## src/hw/rtl/terminal_key_event_decoder_core_defines.svh

```systemverilog
// assertion macros for the terminal key event decoder
`ifndef TERMINAL_KEY_EVENT_DECODER_CORE_DEFINES_SVH
`define TERMINAL_KEY_EVENT_DECODER_CORE_DEFINES_SVH

// clocked assertion with explicit clock and active-low reset
`define TKED_ASSERT_CR(label, clk, rstn, prop, msg) \
  label: assert property (@(posedge clk) disable iff (!rstn) prop) else $error(msg);

// clocked assertion on the default clk_i / rst_ni pair
`define TKED_ASSERT(label, prop, msg) \
  `TKED_ASSERT_CR(label, clk_i, rst_ni, prop, msg)

`endif

```

## src/hw/rtl/tked_pkg.sv

```systemverilog
// shared types and constants of the terminal key event decoder
`default_nettype none

package tked_pkg;

  typedef enum logic [4:0] {
    EvNone      = 5'd0,
    EvQuit      = 5'd1,
    EvSelect    = 5'd2,
    EvPrefix    = 5'd3,
    EvUndo      = 5'd4,
    EvRedo      = 5'd5,
    EvBackspace = 5'd6,
    EvNewline   = 5'd7,
    EvEscape    = 5'd8,
    EvUp        = 5'd9,
    EvDown      = 5'd10,
    EvRight     = 5'd11,
    EvLeft      = 5'd12,
    EvHome      = 5'd13,
    EvEnd       = 5'd14,
    EvDelete    = 5'd15,
    EvChar      = 5'd16
  } tked_event_e;

  localparam logic [7:0] TimeoutReset = 8'd50;

  typedef struct packed {
    logic       operation;
    logic [7:0] byte_value;
  } tked_item_t;

  typedef struct packed {
    tked_event_e event_kind;
    logic [31:0] text_bytes;
    logic [2:0]  text_length;
  } tked_result_t;

endpackage

`default_nettype wire

```

## src/hw/rtl/tked_intf.sv

```systemverilog
// valid/ready channel interfaces of the terminal key event decoder
`default_nettype none

interface tked_item_if;
  logic       valid;
  logic       ready;
  logic       operation;
  logic [7:0] byte_value;

  modport source (output valid, output operation, output byte_value, input ready);
  modport sink (input valid, input operation, input byte_value, output ready);
endinterface

interface tked_result_if;
  logic        valid;
  logic        ready;
  logic [4:0]  event_kind;
  logic [31:0] text_bytes;
  logic [2:0]  text_length;

  modport source (output valid, output event_kind, output text_bytes, output text_length,
                  input ready);
  modport sink (input valid, input event_kind, input text_bytes, input text_length,
                output ready);
endinterface

interface tked_cfg_if;
  logic        valid;
  logic        ready;
  logic [15:0] escape_timeout_ticks;

  modport source (output valid, output escape_timeout_ticks, input ready);
  modport sink (input valid, input escape_timeout_ticks, output ready);
endinterface

`default_nettype wire

```

## src/hw/rtl/tked_in_reg.sv

```systemverilog
// input register stage holding one accepted beat
`default_nettype none

module tked_in_reg (
  input  wire                 clk_i,
  input  wire                 rst_ni,
  input  wire                 valid_i,
  output logic                ready_o,
  input  tked_pkg::tked_item_t item_i,
  input  wire                 advance_i,
  output logic                valid_o,
  output tked_pkg::tked_item_t item_o
);
  import tked_pkg::*;

  logic       valid_q, valid_d;
  tked_item_t item_q;

  assign ready_o = !valid_q || advance_i;
  assign valid_d = valid_i ? 1'b1 : (advance_i ? 1'b0 : valid_q);

  always_ff @(posedge clk_i or negedge rst_ni) begin
    if (!rst_ni) begin
      valid_q <= 1'b0;
    end else begin
      valid_q <= ready_o ? valid_d : valid_q;
    end
  end

  always_ff @(posedge clk_i) begin
    if (valid_i && ready_o) begin
      item_q <= item_i;
    end
  end

  assign valid_o = valid_q;
  assign item_o  = item_q;

endmodule

`default_nettype wire

```

## src/hw/rtl/tked_parser.sv

```systemverilog
// parse state and single-pass decode of one byte or tick
`default_nettype none

module tked_parser #(
  parameter int unsigned TICK_COUNTER_BITS = 16
) (
  input  wire                   clk_i,
  input  wire                   rst_ni,
  input  wire                   step_i,
  input  tked_pkg::tked_item_t   item_i,
  input  wire [15:0]            timeout_i,
  output logic                  has_result_o,
  output tked_pkg::tked_result_t result_o
);
  import tked_pkg::*;

  localparam int unsigned Nb = TICK_COUNTER_BITS;
  localparam logic [31:0] CntMax = 32'((64'd1 << TICK_COUNTER_BITS) - 64'd1);

  localparam logic [7:0] ByteEsc       = 8'd27;
  localparam logic [7:0] ByteLbracket  = 8'h5B;
  localparam logic [7:0] ByteSemicolon = 8'h3B;
  localparam logic [7:0] ByteO         = 8'h4F;
  localparam logic [7:0] ByteTilde     = 8'h7E;
  localparam logic [7:0] ByteZero      = 8'h30;
  localparam logic [7:0] ByteNine      = 8'h39;
  localparam logic [7:0] ByteOne       = 8'h31;
  localparam logic [7:0] ByteThree     = 8'h33;
  localparam logic [7:0] ByteFour      = 8'h34;
  localparam logic [7:0] ByteSeven     = 8'h37;
  localparam logic [7:0] ByteEight     = 8'h38;
  localparam logic [7:0] ByteSpace     = 8'd32;
  localparam logic [7:0] ByteDel       = 8'd127;

  typedef enum logic [3:0] {
    PhIdle = 4'b0001,
    PhUtf8 = 4'b0010,
    PhEsc  = 4'b0100,
    PhSeq  = 4'b1000
  } tked_phase_e;

  function automatic logic is_param(input logic [7:0] b);
    is_param = (b == ByteLbracket) || (b == ByteSemicolon) || (b >= ByteZero && b <= ByteNine);
  endfunction

  function automatic tked_event_e letter_kind(input logic [7:0] b);
    unique case (b)
      8'h41:   letter_kind = EvUp;
      8'h42:   letter_kind = EvDown;
      8'h43:   letter_kind = EvRight;
      8'h44:   letter_kind = EvLeft;
      8'h48:   letter_kind = EvHome;
      8'h46:   letter_kind = EvEnd;
      default: letter_kind = EvNone;
    endcase
  endfunction

  function automatic tked_event_e single_byte(input logic [7:0] b);
    unique case (b)
      8'd17:        single_byte = EvQuit;
      8'd19:        single_byte = EvSelect;
      8'd11:        single_byte = EvPrefix;
      8'd21:        single_byte = EvUndo;
      8'd25:        single_byte = EvRedo;
      8'd127, 8'd8: single_byte = EvBackspace;
      8'd13, 8'd10: single_byte = EvNewline;
      default:      single_byte = EvNone;
    endcase
  endfunction

  function automatic tked_event_e decode_final(input logic [7:0] fin, input logic [7:0] first,
                                               input logic [7:0] second, input logic [1:0] cnt);
    tked_event_e k;
    k = EvNone;
    if (first != ByteLbracket && first != ByteO) begin
      k = EvNone;
    end else if (cnt <= 2'd1) begin
      k = letter_kind(fin);
    end else if (first != ByteLbracket) begin
      k = EvNone;
    end else if (fin == ByteTilde) begin
      if (second == ByteThree) begin
        k = EvDelete;
      end else if (second == ByteOne || second == ByteSeven) begin
        k = EvHome;
      end else if (second == ByteFour || second == ByteEight) begin
        k = EvEnd;
      end else begin
        k = EvNone;
      end
    end else begin
      k = letter_kind(fin);
    end
    return k;
  endfunction

  tked_phase_e     phase_q, phase_d;
  logic [Nb-1:0]   tick_q, tick_d, tick_inc;
  logic [1:0]      pcount_q, pcount_d;
  logic [7:0]      first_q, first_d, second_q, second_d;
  logic [31:0]     ubuf_q, ubuf_d;
  logic [2:0]      uexp_q, uexp_d, urcv_q, urcv_d;
  logic [31:0]     limit;
  logic [7:0]      b;

  assign b        = item_i.byte_value;
  assign tick_inc = (tick_q != {Nb{1'b1}}) ? tick_q + Nb'(1) : tick_q;

  always_comb begin
    limit = (timeout_i == 16'd0) ? 32'd1 : 32'(timeout_i);
    if (limit > CntMax) begin
      limit = CntMax;
    end
  end

  always_comb begin
    phase_d      = phase_q;
    tick_d       = tick_q;
    pcount_d     = pcount_q;
    first_d      = first_q;
    second_d     = second_q;
    ubuf_d       = ubuf_q;
    uexp_d       = uexp_q;
    urcv_d       = urcv_q;
    has_result_o = 1'b0;
    result_o     = '{event_kind: EvNone, text_bytes: 32'd0, text_length: 3'd0};
    if (item_i.operation) begin
      if (phase_q == PhEsc || phase_q == PhSeq) begin
        tick_d = tick_inc;
        if (32'(tick_inc) >= limit) begin
          phase_d             = PhIdle;
          tick_d              = '0;
          has_result_o        = 1'b1;
          result_o.event_kind = (phase_q == PhEsc) ? EvEscape : EvNone;
        end
      end
    end else begin
      unique case (phase_q)
        PhUtf8: begin
          if (b[7:6] != 2'b10) begin
            phase_d      = PhIdle;
            has_result_o = 1'b1;
          end else begin
            ubuf_d = ubuf_q | (32'(b) << {urcv_q[1:0], 3'b000});
            urcv_d = urcv_q + 3'd1;
            if (urcv_d >= uexp_q) begin
              phase_d              = PhIdle;
              has_result_o         = 1'b1;
              result_o.event_kind  = EvChar;
              result_o.text_bytes  = ubuf_d;
              result_o.text_length = uexp_q;
            end
          end
        end
        PhEsc: begin
          tick_d = '0;
          if (b == ByteO || is_param(b)) begin
            first_d  = b;
            second_d = 8'd0;
            pcount_d = 2'd1;
            phase_d  = PhSeq;
          end else begin
            phase_d      = PhIdle;
            has_result_o = 1'b1;
          end
        end
        PhSeq: begin
          tick_d = '0;
          if (is_param(b)) begin
            if (pcount_q == 2'd1) begin
              second_d = b;
            end
            if (pcount_q != 2'd3) begin
              pcount_d = pcount_q + 2'd1;
            end
          end else begin
            phase_d             = PhIdle;
            has_result_o        = 1'b1;
            result_o.event_kind = decode_final(b, first_q, second_q, pcount_q);
          end
        end
        PhIdle: begin
          if (b == ByteEsc) begin
            phase_d  = PhEsc;
            tick_d   = '0;
            pcount_d = 2'd0;
            first_d  = 8'd0;
            second_d = 8'd0;
          end else if (single_byte(b) != EvNone) begin
            has_result_o        = 1'b1;
            result_o.event_kind = single_byte(b);
          end else if (b >= ByteSpace && b < ByteDel) begin
            has_result_o         = 1'b1;
            result_o.event_kind  = EvChar;
            result_o.text_bytes  = 32'(b);
            result_o.text_length = 3'd1;
          end else if (b[7:5] == 3'b110 || b[7:4] == 4'b1110 || b[7:3] == 5'b11110) begin
            priority if (b[7:5] == 3'b110) begin
              uexp_d = 3'd2;
            end else if (b[7:4] == 4'b1110) begin
              uexp_d = 3'd3;
            end else begin
              uexp_d = 3'd4;
            end
            ubuf_d  = 32'(b);
            urcv_d  = 3'd1;
            phase_d = PhUtf8;
          end else begin
            has_result_o = 1'b1;
          end
        end
        default: begin
          phase_d = PhIdle;
        end
      endcase
    end
  end

  always_ff @(posedge clk_i or negedge rst_ni) begin
    if (!rst_ni) begin
      phase_q  <= PhIdle;
      tick_q   <= '0;
      pcount_q <= 2'd0;
      first_q  <= 8'd0;
      second_q <= 8'd0;
      ubuf_q   <= 32'd0;
      uexp_q   <= 3'd0;
      urcv_q   <= 3'd0;
    end else if (step_i) begin
      phase_q  <= phase_d;
      tick_q   <= tick_d;
      pcount_q <= pcount_d;
      first_q  <= first_d;
      second_q <= second_d;
      ubuf_q   <= ubuf_d;
      uexp_q   <= uexp_d;
      urcv_q   <= urcv_d;
    end
  end

endmodule

`default_nettype wire

```

## src/hw/rtl/tked_out_reg.sv

```systemverilog
// result register holding one event beat until taken
`default_nettype none

module tked_out_reg (
  input  wire                    clk_i,
  input  wire                    rst_ni,
  input  wire                    load_i,
  input  tked_pkg::tked_result_t  result_i,
  output logic                   free_o,
  output logic                   valid_o,
  input  wire                    ready_i,
  output tked_pkg::tked_result_t  result_o
);
  import tked_pkg::*;

  logic         valid_q;
  tked_result_t result_q;

  assign free_o = !valid_q || ready_i;

  always_ff @(posedge clk_i or negedge rst_ni) begin
    if (!rst_ni) begin
      valid_q <= 1'b0;
    end else if (load_i) begin
      valid_q <= 1'b1;
    end else if (ready_i) begin
      valid_q <= 1'b0;
    end
  end

  always_ff @(posedge clk_i) begin
    if (load_i) begin
      result_q <= result_i;
    end
  end

  assign valid_o  = valid_q;
  assign result_o = result_q;

endmodule

`default_nettype wire

```

## src/hw/rtl/terminal_key_event_decoder_core.sv

```systemverilog
// top level of the terminal key event decoder
//
//   channel   dir  payload                                   beat when
//   item_i    in   operation, byte_value                     valid && ready
//   result_o  out  event_kind, text_bytes, text_length       valid && ready
//   cfg_i     in   escape_timeout_ticks                      valid && ready
//
// one beat per cycle unless the result is stalled; an input beat reaches its event via
// the input register, then the parser into the result register
// items that give no event are consumed without touching the result register
// reset clears all parse state and sets the timeout to 50 ticks
// item_i.ready drops only while the input register is full and the result is stalled
`default_nettype none

`include "terminal_key_event_decoder_core_defines.svh"

module terminal_key_event_decoder_core #(
  parameter int unsigned TICK_COUNTER_BITS = 16
) (
  input  wire            clk_i,
  input  wire            rst_ni,
  tked_item_if.sink      item_i,
  tked_result_if.source  result_o,
  tked_cfg_if.sink       cfg_i
);
  import tked_pkg::*;

  logic [15:0]  timeout_q;
  tked_item_t   in_item, stage_item;
  logic         stage_valid, out_free, advance, has_result;
  tked_result_t parsed, held;

  assign cfg_i.ready = 1'b1;

  always_ff @(posedge clk_i or negedge rst_ni) begin
    if (!rst_ni) begin
      timeout_q <= 16'(TimeoutReset);
    end else if (cfg_i.valid) begin
      timeout_q <= cfg_i.escape_timeout_ticks;
    end
  end

  assign in_item = '{operation: item_i.operation, byte_value: item_i.byte_value};
  assign advance = stage_valid && out_free;

  tked_in_reg u_in_reg (
    .clk_i     (clk_i),
    .rst_ni    (rst_ni),
    .valid_i   (item_i.valid),
    .ready_o   (item_i.ready),
    .item_i    (in_item),
    .advance_i (advance),
    .valid_o   (stage_valid),
    .item_o    (stage_item)
  );

  tked_parser #(
    .TICK_COUNTER_BITS (TICK_COUNTER_BITS)
  ) u_parser (
    .clk_i        (clk_i),
    .rst_ni       (rst_ni),
    .step_i       (advance),
    .item_i       (stage_item),
    .timeout_i    (timeout_q),
    .has_result_o (has_result),
    .result_o     (parsed)
  );

  tked_out_reg u_out_reg (
    .clk_i    (clk_i),
    .rst_ni   (rst_ni),
    .load_i   (advance && has_result),
    .result_i (parsed),
    .free_o   (out_free),
    .valid_o  (result_o.valid),
    .ready_i  (result_o.ready),
    .result_o (held)
  );

  assign result_o.event_kind  = 5'(held.event_kind);
  assign result_o.text_bytes  = held.text_bytes;
  assign result_o.text_length = held.text_length;

  `TKED_ASSERT(a_char_len, (result_o.valid && result_o.event_kind == EvChar) |-> (result_o.text_length != 3'd0 && result_o.text_length <= 3'd4), "char event with bad length")
  `TKED_ASSERT(a_no_text, (result_o.valid && result_o.event_kind != EvChar) |-> (result_o.text_length == 3'd0 && result_o.text_bytes == 32'd0), "text on non-char event")
  `TKED_ASSERT(a_stall_cause, !item_i.ready |-> (stage_valid && result_o.valid && !result_o.ready), "input stalled without a full pipe")

endmodule

`default_nettype wire

```

## src/flat_wrapper.sv

```systemverilog
// flat-port wrapper written by rule: the top's interface ports become plain ports
module terminal_key_event_decoder_core_flat import tked_pkg::*;
#(
  parameter int unsigned TICK_COUNTER_BITS = 16
)
  (clk_i, rst_ni, item_i_valid, item_i_operation, item_i_byte_value, item_i_ready, result_o_valid, result_o_event_kind, result_o_text_bytes, result_o_text_length, result_o_ready, cfg_i_valid, cfg_i_escape_timeout_ticks, cfg_i_ready);
  tked_item_if item_i_i ();
  tked_result_if result_o_i ();
  tked_cfg_if cfg_i_i ();
  input  wire clk_i;
  input  wire rst_ni;
  input wire logic [$bits(item_i_i.valid)-1:0] item_i_valid;
  input wire logic [$bits(item_i_i.operation)-1:0] item_i_operation;
  input wire logic [$bits(item_i_i.byte_value)-1:0] item_i_byte_value;
  output wire logic [$bits(item_i_i.ready)-1:0] item_i_ready;
  output wire logic [$bits(result_o_i.valid)-1:0] result_o_valid;
  output wire logic [$bits(result_o_i.event_kind)-1:0] result_o_event_kind;
  output wire logic [$bits(result_o_i.text_bytes)-1:0] result_o_text_bytes;
  output wire logic [$bits(result_o_i.text_length)-1:0] result_o_text_length;
  input wire logic [$bits(result_o_i.ready)-1:0] result_o_ready;
  input wire logic [$bits(cfg_i_i.valid)-1:0] cfg_i_valid;
  input wire logic [$bits(cfg_i_i.escape_timeout_ticks)-1:0] cfg_i_escape_timeout_ticks;
  output wire logic [$bits(cfg_i_i.ready)-1:0] cfg_i_ready;
  assign item_i_i.valid = item_i_valid;
  assign item_i_i.operation = item_i_operation;
  assign item_i_i.byte_value = item_i_byte_value;
  assign item_i_ready = item_i_i.ready;
  assign result_o_valid = result_o_i.valid;
  assign result_o_event_kind = result_o_i.event_kind;
  assign result_o_text_bytes = result_o_i.text_bytes;
  assign result_o_text_length = result_o_i.text_length;
  assign result_o_i.ready = result_o_ready;
  assign cfg_i_i.valid = cfg_i_valid;
  assign cfg_i_i.escape_timeout_ticks = cfg_i_escape_timeout_ticks;
  assign cfg_i_ready = cfg_i_i.ready;
  terminal_key_event_decoder_core #(.TICK_COUNTER_BITS(TICK_COUNTER_BITS)) u_core (.clk_i(clk_i), .rst_ni(rst_ni), .item_i(item_i_i), .result_o(result_o_i), .cfg_i(cfg_i_i));
endmodule
```

## config.mk

```make
export PLATFORM = sky130hd
export DESIGN_NAME = terminal_key_event_decoder_core_flat
export DESIGN_NICKNAME = d
export VERILOG_FILES = /design/src/hw/rtl/tked_pkg.sv /design/src/hw/rtl/tked_intf.sv /design/src/hw/rtl/tked_in_reg.sv /design/src/hw/rtl/tked_parser.sv /design/src/hw/rtl/tked_out_reg.sv /design/src/hw/rtl/terminal_key_event_decoder_core.sv /design/src/flat_wrapper.sv
export VERILOG_INCLUDE_DIRS = /design/src /design/src/hw/rtl
export SDC_FILE = /design/constraint.sdc
export NUM_CORES = 1
export LEC_CHECK = 0
export ABC_AREA = 0
export BUFFER_PORTS_ARGS = -buffer_cell sky130_fd_sc_hd__buf_4
export CAP_MARGIN = 20
export CORE_UTILIZATION = 30
export CTS_CLUSTER_DIAMETER = 120
export DETAILED_ROUTE_END_ITERATION = 7
export PLACE_DENSITY = 0.55
export SLEW_MARGIN = 15
export SYNTH_ARGS = -nofsm -noshare
export SYNTH_HDL_FRONTEND = slang
export SYNTH_HIERARCHICAL = 1
export SYNTH_SLANG_ARGS = --single-unit
```

## constraint.sdc

```tcl
create_clock -name clk_i -period 14 [get_ports clk_i]
set_input_delay 3.5 -clock clk_i [delete_from_list [all_inputs] [get_ports clk_i]]
set_output_delay 3.5 -clock clk_i [all_outputs]
set_load 0.02 [all_outputs]
```

==> results of run 1 <==
==> where the power goes <==
group	switching [mW]	total [mW]	internal, mW	leakage [nW]
Clock	0.217	0.460	0.243	0.300
Combinational	0.216	0.361	0.146	1.81
Sequential	0.0610	0.584	0.523	1.68
==> cell type report <==
class                           count  area [um2]
Sequential cell                   143        3830
Clock inverter                     15         199
Timing Repair Buffer               79         593
Tap cell                          324         405
Fill cell                        2439       15500
Multi-Input combinational cell    491        3290
Clock buffer                       17         425
Inverter                           32         120
==> routing by layer <==
layer  up-vias  global-route usage  share of wire
met1      2699               0.184           0.47
met4         0              0.0437          0.012
met3        18              0.0332          0.039
met2       113               0.236           0.48
li1       2694                   -              -
met5         -                   0              0
==> state kept, by name (all words and copies together), names as in the netlist <==
| register | cells |
|---|---|
| u_core/timeout_q | 16 |
| u_core/u_out_reg/valid_o | 1 |
| u_core/u_parser/urcv_q | 3 |
| u_core/u_parser/uexp_q | 3 |
| u_core/u_in_reg/item_o | 9 |
| u_core/u_in_reg/valid_o | 1 |
| u_core/u_out_reg/result_o | 40 |
| u_core/u_parser/first_q | 8 |
| u_core/u_parser/tick_q | 16 |
| u_core/u_parser/phase_q | 4 |
| u_core/u_parser/ubuf_q | 32 |
| u_core/u_parser/second_q | 8 |
| u_core/u_parser/pcount_q | 2 |
==> cell usage in the layout (no fill, tap or decap), types with 16 or more instances in the layout <==
cell	count
nor3_1	16
a22o_1	34
o21ai_0	31
ha_1	23
edfxtp_1	49
buf_4	79
clkbuf_16	17
a21oi_1	61
dfrtp_1	90
inv_1	31
nand2_1	46
nor2_1	69
==> cell families (layout without fill, tap and decap cells) <==
kind of cell             count (synthesis)  in the layout  synth area share
buffers and inverters                   74            143            0.0451
other                                    1              1          0.000503
AO/OA/AOI/OAI                          191            191             0.169
multiplexers                            19             19            0.0337
flip-flops                             143            143             0.514
adder cells (fa/ha/maj)                 23             23            0.0386
XOR/XNOR                                17             17            0.0200
AND/OR/NAND/NOR                        240            240             0.179
==> through the flow <==
| stage | util | power, mW | setup slack [ns] | std cells |
|---|---|---|---|---|
| 6_report | 0.364 | 1.41 | 6.20 | 1101 |
| 4_1_cts | 0.364 | 1.42 | 6.18 | 1101 |
| 5_1_grt | 0.364 | 1.49 | 6.14 | 1101 |
| 3_5_place_dp | 0.339 | 0.955 | 6.18 | 1069 |
| 3_3_place_gp | 0.339 | 0.949 | 6.21 | 1069 |
| 2_1_floorplan | - | 0.845 | 6.51 | 708 |
==> worst paths after layout <==
kind                                              from                      endpoint  slack (ns)  cells after the start
hold reg to reg            u_core/u_parser/second_q[4]   u_core/u_parser/second_q[4]        0.48                      1
hold / removal             u_core/u_parser/second_q[4]   u_core/u_parser/second_q[4]        0.48                      1
min in group asynchronous                       rst_ni      u_core/u_out_reg/valid_o        3.06                      1
setup reg to reg             u_core/u_parser/tick_q[0]  u_core/u_out_reg/result_o[9]        9.18                     16
max in group asynchronous                       rst_ni     u_core/u_parser/ubuf_q[2]        9.85                      2
setup / recovery                        result_o_ready                  item_i_ready        6.20                      5
==> run summary, run 1 <==
status = finished clean
Antenna Nets Post-Route = 0
CTS Sinks = 143
TritonCTS buffer count = 17
Vert. Die Dim = 160 um
GRT Util Overall = 0.143
warnings from Yosys = 6
Max-slew headroom = 0.332
RSZ-0062 raised after global routing = false
min Tclk post-route = 7.80 ns
Synth Register Bits = 143
PwrDens = 159 nW/um2
vias per inst = 5.02
Area growth syn-to-layout = 18.9%
starting density of the core = 0.307
Syn Nets = 761
H-tree depth = 4
cells along the critical path = buf_4 > nand2b_4 > and2_1 > nand2b_4 > buf_4
Post-synth ARST share = 0.657
DR iter-0 viols = 245
Worst VDD drop = 102 uV
drc violations = 0
Post-Synthesis Cells = 708
Design Area, Final = 8860 um2
vias in the first global route = 5,360
max-slew violations = 0
total congestion overflow = 0
Site Rows = 57
top-area cell type share of the netlist area = 0.302
final cycle utilization of the critical path = 0.557
Leakage = 3.79 nW
CP endpoint kind = primary output
synthesized cell area = 7460 um2
core box area = 24,300 um2
Maximum Capacitance Violations = 0
worst stage delay on the critical path = 0.21 ns
EDFF count, synth = 49
Post-CTS Hold Fix Bufs = 0
Distinct cells, synth = 76
via count = 5,524
synth cell count leaders = dfrtp_1, nor2_1, a21oi_1
maximum clock skew at final layout = 0.0207 ns
GPL Wtd Cong = 0.867
I/O pins = 73
Main synth FF type = dfrtp_1
post-DP HPWL = 11,900 um
TritonRoute pass-1 iters = 5
clk slew on worst S/H paths = 0.07 ns
I/O Buffers = 71
total wire length = 17,500 um
Sum Neg Setup Slack = 0 ns
first-pass GRT wire length = 28,500 um
CP Data Arrival Time = 4.30 ns
Hold Fails Final Rpt = 0
CTS-repair resized insts = 0
CTS root buf = clkbuf_16
most frequent cell after synthesis = dfrtp_1
CTS tree = done
final setup fails = 0
family with the most delay on the worst path = simple AND/OR/NAND/NOR gates
Crit-path slowest cell = and2_1
latest clock arrival within the worst-skew pair = 0.44 ns
Critical Path RT = 10.50 ns
worst path bufs/invs = 2
worst hold path type = flip-flop to flip-flop
startpoint types = primary input
Least-Margin Pin Slew = 1.00 ns
WL per Instance = 15.9 um
initial antenna violation count = 0
largest area contributor in the netlist = dfrtp_1
share of cells above drive strength 1 = 0.199
Synth area leaders = dfrtp_1, edfxtp_1, a21oi_1, a22o_1, ha_1
CTS Buffer Depth = 2
critical path class = primary input to primary output
Synth Area per Inst = 10.5 um2
die span in x = 160 um
postcts setup bufs = 0
Final Hold Slack = 0.478 ns
full die area = 25,500 um2
largest net degree at the start of global routing = 54
ANT cells = 0
DP Area = 8240 um2
sequential area share after synthesis = 0.514
Final #Nets = 817
Max FO, Critical Path = 6
Achievable Freq = 128 MHz
Power figures use the tool's default switching activity.
==> run 2, diff against run 1 <==
==> constraint.sdc (replaced) <==
create_clock -name clk_i -period 7.6 [get_ports clk_i]
set_input_delay 1.9 -clock clk_i [delete_from_list [all_inputs] [get_ports clk_i]]
set_output_delay 1.9 -clock clk_i [all_outputs]
set_load 0.02 [all_outputs]
==> run summary, run 2 (synthesis results as in run 1) <==
TritonCTS buffer count = 17
Max FO, Critical Path = 41
Site Rows = 57
starting density of the core = 0.307
ANT cells = 0
Maximum Capacitance Violations = 0
switch share = 0.343
core box area = 24,300 um2
commonest non-fill, non-tap cell in the layout = dfrtp_1
DR iter-0 viols = 252
total wire length = 17,800 um
TritonRoute pass-1 iters = 5
Post-CTS Hold Fix Bufs = 0
first-pass GRT wire length = 29,100 um
vias per inst = 4.99
Worst Hold End = u_core/u_parser/second_q[4]
final setup fails = 0
PwrDens = 293 nW/um2
CTS-repair resized insts = 0
hold path start = u_core/u_parser/second_q[4]
H-tree depth = 4
Final #Nets = 817
most flop-heavy register = u_core/u_out_reg/result_o
worst hold path type = flip-flop to flip-flop
I/O pins = 73
CTS Sinks = 143
I/O Buffers = 71
Critical R2R Launch = u_core/u_parser/tick_q[0]
status = finished clean
Vert. Die Dim = 160 um
Seq pwr share = 0.414
Design Area, Final = 8840 um2
reg-to-reg slack, setup = 2.58 ns
Gate power share = 0.257
Critical Path RT = 7.65 ns
min Tclk post-route = 5.02 ns
Worst Reg2Reg Path Length in Cells = 15
CTS Buffer Depth = 2
clk slew on worst S/H paths = 0.07 ns
GPL Wtd Cong = 0.823
critical path class = flip-flop to flip-flop
latest clock arrival within the worst-skew pair = 0.43 ns
commonest non-fill, non-tap cells in the layout = dfrtp_1, buf_4, nor2_1
via count = 5,496
postcts setup bufs = 0
Worst VDD drop = 136 uV
Hold Fails Final Rpt = 0
Max-slew headroom = 0.319
largest net degree at the start of global routing = 72
Critical R2R Capture = u_core/u_out_reg/result_o[9]
RSZ-0062 raised after global routing = false
full die area = 25,500 um2
Psw = 0.887 mW
Achievable Freq = 199 MHz
Antenna Nets Post-Route = 0
CTS tree = done
CTS root buf = clkbuf_16
max-slew violations = 0
Sum Neg Setup Slack = 0 ns
post-DP HPWL = 12,000 um
initial antenna violation count = 0
final core occ = 0.363
Least-Margin Pin Slew = 1.02 ns
maximum clock skew at final layout = 0.0110 ns
drc violations = 0
CP Data Arrival Time = 5.07 ns
WL per Instance = 16.2 um
Area growth syn-to-layout = 18.5%
die span in x = 160 um
GRT Util Overall = 0.146
clock power share = 0.328
vias in the first global route = 5,439
startpoint types = flip-flop
Largest register FFs = 40
Cells on Worst Hold Path = 1
share of cells above drive strength 1 = 0.199
total congestion overflow = 0
DP Area = 8240 um2
Pint = 1.70 mW
final cycle utilization of the critical path = 0.661
biggest regs = u_core/u_out_reg/result_o: 40 flops, u_core/u_parser/ubuf_q: 32 flops
Final Hold Slack = 0.471 ns
CP endpoint kind = flip-flop
Leakage = 3.78 nW
==> run 2: cell types whose count changed in the layout (fill, tap and decap cells not counted) <==
| cell | delta |
|---|---|
| bufinv_16 | +1 |
| clkinv_2 | +1 |
| clkinv_4 | -2 |
| clkinv_8 | -6 |
| clkinvlp_4 | +2 |
| inv_6 | +3 |
| inv_8 | +1 |
==> run 2: cell type report <==
| type | count | area [um2] |
|---|---|---|
| inverters | 32 | 120 |
| clock inverters | 15 | 171 |
| multi-input cells | 491 | 3290 |
| clock buffers | 17 | 425 |
| repair buffers | 79 | 593 |
| well taps | 324 | 405 |
| flip-flops and latches | 143 | 3830 |
| fillers | 2447 | 15500 |
==> run 2: critical path, stage by stage, from the launching register on <==
cell,delay [ns]
dfrtp_1,0.44
ha_1,0.24
nand4_1,0.21
nor4_1,0.90
or3_1,0.38
nor3_1,0.11
xnor2_1,0.15
ha_1,0.31
nand2_1,0.07
o21ai_0,0.25
a211oi_1,0.13
o21ai_1,0.09
buf_4,0.28
a31oi_1,0.12
a21oi_1,0.13
and3_2,0.79
==> run 2: routing by layer <==
metal  GRT usage  share of wire
met5           0              0
met4      0.0490          0.016
met3      0.0312          0.038
met2       0.237           0.48
met1       0.192           0.47
==> run 2: metrics by stage <==
stage          cells  total power, mW  worst slack (ns)
4_1_cts         1101             2.62              2.58
6_report        1101             2.59              2.58
3_3_place_gp    1069             1.75              2.76
2_1_floorplan    708             1.56              2.79
3_5_place_dp    1069             1.76              2.62
5_1_grt         1101             2.75              2.14
==> run 2: how the worst max path moves through the flow <==
stage | startpoint | end | slack, ns | cells past startpoint
floorplan | u_core/u_parser/tick_q[0] | u_core/u_out_reg/result_o[0] | 2.79 | 16
global placement | u_core/u_parser/tick_q[0] | u_core/u_out_reg/result_o[10] | 2.76 | 15
detailed placement | u_core/u_parser/tick_q[0] | u_core/u_out_reg/result_o[12] | 2.62 | 15
CTS | u_core/u_parser/tick_q[0] | u_core/u_out_reg/result_o[14] | 2.58 | 15
global route | u_core/u_parser/tick_q[0] | u_core/u_out_reg/result_o[39] | 2.14 | 15
finish | u_core/u_parser/tick_q[0] | u_core/u_out_reg/result_o[9] | 2.58 | 15
==> run 2: power by group through the flow <==
| stage | logic, mW | registers (mW) | clock network [mW] |
|---|---|---|---|
| 6_report | 0.666 | 1.07 | 0.850 |
| 5_1_grt | 0.745 | 1.09 | 0.910 |
| 4_1_cts | 0.674 | 1.07 | 0.877 |
| 3_5_place_dp | 0.671 | 1.09 | 0 |
| 3_3_place_gp | 0.666 | 1.08 | 0 |
| 2_1_floorplan | 0.465 | 1.09 | 0 |
==> run 3, diff against run 2 <==
--- a/config.mk
+++ b/config.mk
@@ -12,7 +12,7 @@
 export CORE_UTILIZATION = 30
 export CTS_CLUSTER_DIAMETER = 120
 export DETAILED_ROUTE_END_ITERATION = 7
-export PLACE_DENSITY = 0.55
+export PLACE_DENSITY = 0.57
 export SLEW_MARGIN = 15
 export SYNTH_ARGS = -nofsm -noshare
 export SYNTH_HDL_FRONTEND = slang
==> constraint.sdc (replaced) <==
create_clock -name clk_i -period 4.6 [get_ports clk_i]
set_input_delay 1.15 -clock clk_i [delete_from_list [all_inputs] [get_ports clk_i]]
set_output_delay 1.15 -clock clk_i [all_outputs]
set_load 0.02 [all_outputs]
==> run summary, run 3 (synthesis results as in run 1) <==
status = finished clean
biggest regs = u_core/u_out_reg/result_o: 40 flops, u_core/u_parser/ubuf_q: 32 flops
WL per Instance = 16.1 um
met3 usage = 0.0268
Area growth syn-to-layout = 19.1%
postcts setup bufs = 0
Leakage = 3.81 nW
cells along the critical path = ha_1 > nand4_1 > nor4_1 > buf_4 > or3_1 > nor2_1 > xor2_1 > ha_1 > o211ai_1 > o21ai_0 > nand3_1 > o21ai_1 > a31oi_1 > a21oi_1 > and3_2 > buf_12
Crit-path slowest cell = dfrtp_1
Seq pwr share = 0.416
clk slew on worst S/H paths = 0.07 ns
multi-input logic area = 3290 um2
Top Usage Layer GRT = met2
Psw = 1.50 mW
CTS tree = done
worst path bufs/invs = 2
Reg area = 3830 um2
Final #Nets = 820
die span in x = 160 um
Gate power share = 0.258
Sum Neg Setup Slack = 0 ns
CTS-repair resized insts = 0
clock power share = 0.325
CTS Buffer Depth = 2
Vert. Die Dim = 160 um
worst stage delay on the critical path = 0.45 ns
Critical Path RT = 4.72 ns
most flop-heavy register = u_core/u_out_reg/result_o
total congestion overflow = 0
largest net degree at the start of global routing = 52
Post-CTS Hold Fix Bufs = 0
family with the most delay on the worst path = simple AND/OR/NAND/NOR gates
critical path depth = 16
full die area = 25,500 um2
drc violations = 0
met1 Resource Use GR = 0.195
Achievable Freq = 250 MHz
Worst VDD drop = 218 uV
final cycle utilization of the critical path = 0.868
PwrDens = 482 nW/um2
Hold Fails Final Rpt = 0
GPL Wtd Cong = 0.855
TritonRoute pass-1 iters = 5
post-DP HPWL = 12,300 um
CP Data Arrival Time = 4.11 ns
I/O pins = 73
switch share = 0.350
Site Rows = 57
Antenna Nets Post-Route = 0
core box area = 24,300 um2
total power = 4.28 mW
ANT cells = 0
maximum clock skew at final layout = 0.0129 ns
Least-Margin Pin Slew = 1.03 ns
Fillers = 2,422
Maximum Capacitance Violations = 0
first-pass GRT wire length = 29,400 um
total wire length = 17,800 um
starting density of the core = 0.307
Largest register FFs = 40
CTS Sinks = 143
GRT Util Overall = 0.147
vias per inst = 5.09
commonest non-fill, non-tap cells in the layout = dfrtp_1, buf_4, nor2_1
commonest non-fill, non-tap cell in the layout = dfrtp_1
via count = 5,616
max-slew violations = 0
H-tree depth = 4
Max FO, Critical Path = 41
Pint = 2.78 mW
RSZ-0062 raised after global routing = false
DR iter-0 viols = 332
Critical Path Most Common Cell = ha_1
CTS root buf = clkbuf_16
startpoint types = flip-flop
CP endpoint kind = flip-flop
initial antenna violation count = 0
min Tclk post-route = 3.99 ns
worst hold path type = flip-flop to flip-flop
vias in the first global route = 5,494
M2 GR Usage = 0.240
share of cells above drive strength 1 = 0.203
I/O Buffers = 71
critical path class = flip-flop to flip-flop
Worst Reg2Reg Path Length in Cells = 16
final setup fails = 0
Max-slew headroom = 0.316
final core occ = 0.365
TritonCTS buffer count = 17
latest clock arrival within the worst-skew pair = 0.43 ns
Cells on Worst Hold Path = 1
-- run 3: changes by cell type in the layout (fill, tap and decap cells not counted), sizes merged --
cell and delta:
inv +1, bufinv -1, buf +3, clkinvlp -2, clkinv +2
-- run 3: final cells by class --
cell class | count | share of cell area
Clock buffer | 17 | 0.0479
Clock inverter | 15 | 0.0207
Inverter | 32 | 0.0135
Multi-Input combinational cell | 491 | 0.371
Sequential cell | 143 | 0.431
Tap cell | 324 | 0.0456
Timing Repair Buffer | 82 | 0.0707
-- run 3: worst reg2reg max path: stages (launching register included) --
cell and delay, ns:
dfrtp_1 0.45, ha_1 0.24, nand4_1 0.20, nor4_1 0.38, buf_4 0.21, or3_1 0.29
nor2_1 0.11, xor2_1 0.16, ha_1 0.30, o211ai_1 0.08, o21ai_0 0.20, nand3_1 0.12
o21ai_1 0.23, a31oi_1 0.12, a21oi_1 0.12, and3_2 0.22, buf_12 0.23
-- run 3: stage by stage --
stage	hold WS [ns]	instances	worst slack [ns]	instance area, um2
finish	0.486	1104	0.607	8880
detailed placement	0.468	1072	0.621	8270
CTS	0.484	1104	0.622	8880
floorplan	0.442	708	0.221	7460
global placement	0.456	1072	0.721	8270
global route	0.513	1104	0.164	8880
-- run 3: routing by layer --
metal,part of all wire,vias up
met5,0,-
met2,0.49,176
met4,0.011,0
met3,0.048,18
met1,0.45,2715
li1,-,2707
-- run 3: path summary, 6_finish.rpt --
kind	startpoint	endpoint	slack, ns
setup / recovery	u_core/u_parser/tick_q[0]	u_core/u_out_reg/result_o[20]	0.61
hold / removal	u_core/u_parser/ubuf_q[7]	u_core/u_parser/ubuf_q[7]	0.49
setup reg to reg	u_core/u_parser/tick_q[0]	u_core/u_out_reg/result_o[20]	0.61
hold reg to reg	u_core/u_parser/ubuf_q[7]	u_core/u_parser/ubuf_q[7]	0.49
max in group asynchronous	rst_ni	u_core/timeout_q[1]	3.03
min in group asynchronous	rst_ni	u_core/u_parser/tick_q[7]	0.76
-- run 3: power by group through the flow --
stage | Combinational (mW) | Clock (mW) | Sequential, mW
2_1_floorplan | 0.769 | 0 | 1.80
3_3_place_gp | 1.10 | 0 | 1.81
3_5_place_dp | 1.11 | 0 | 1.81
4_1_cts | 1.11 | 1.43 | 1.78
5_1_grt | 1.23 | 1.48 | 1.82
6_report | 1.11 | 1.39 | 1.78
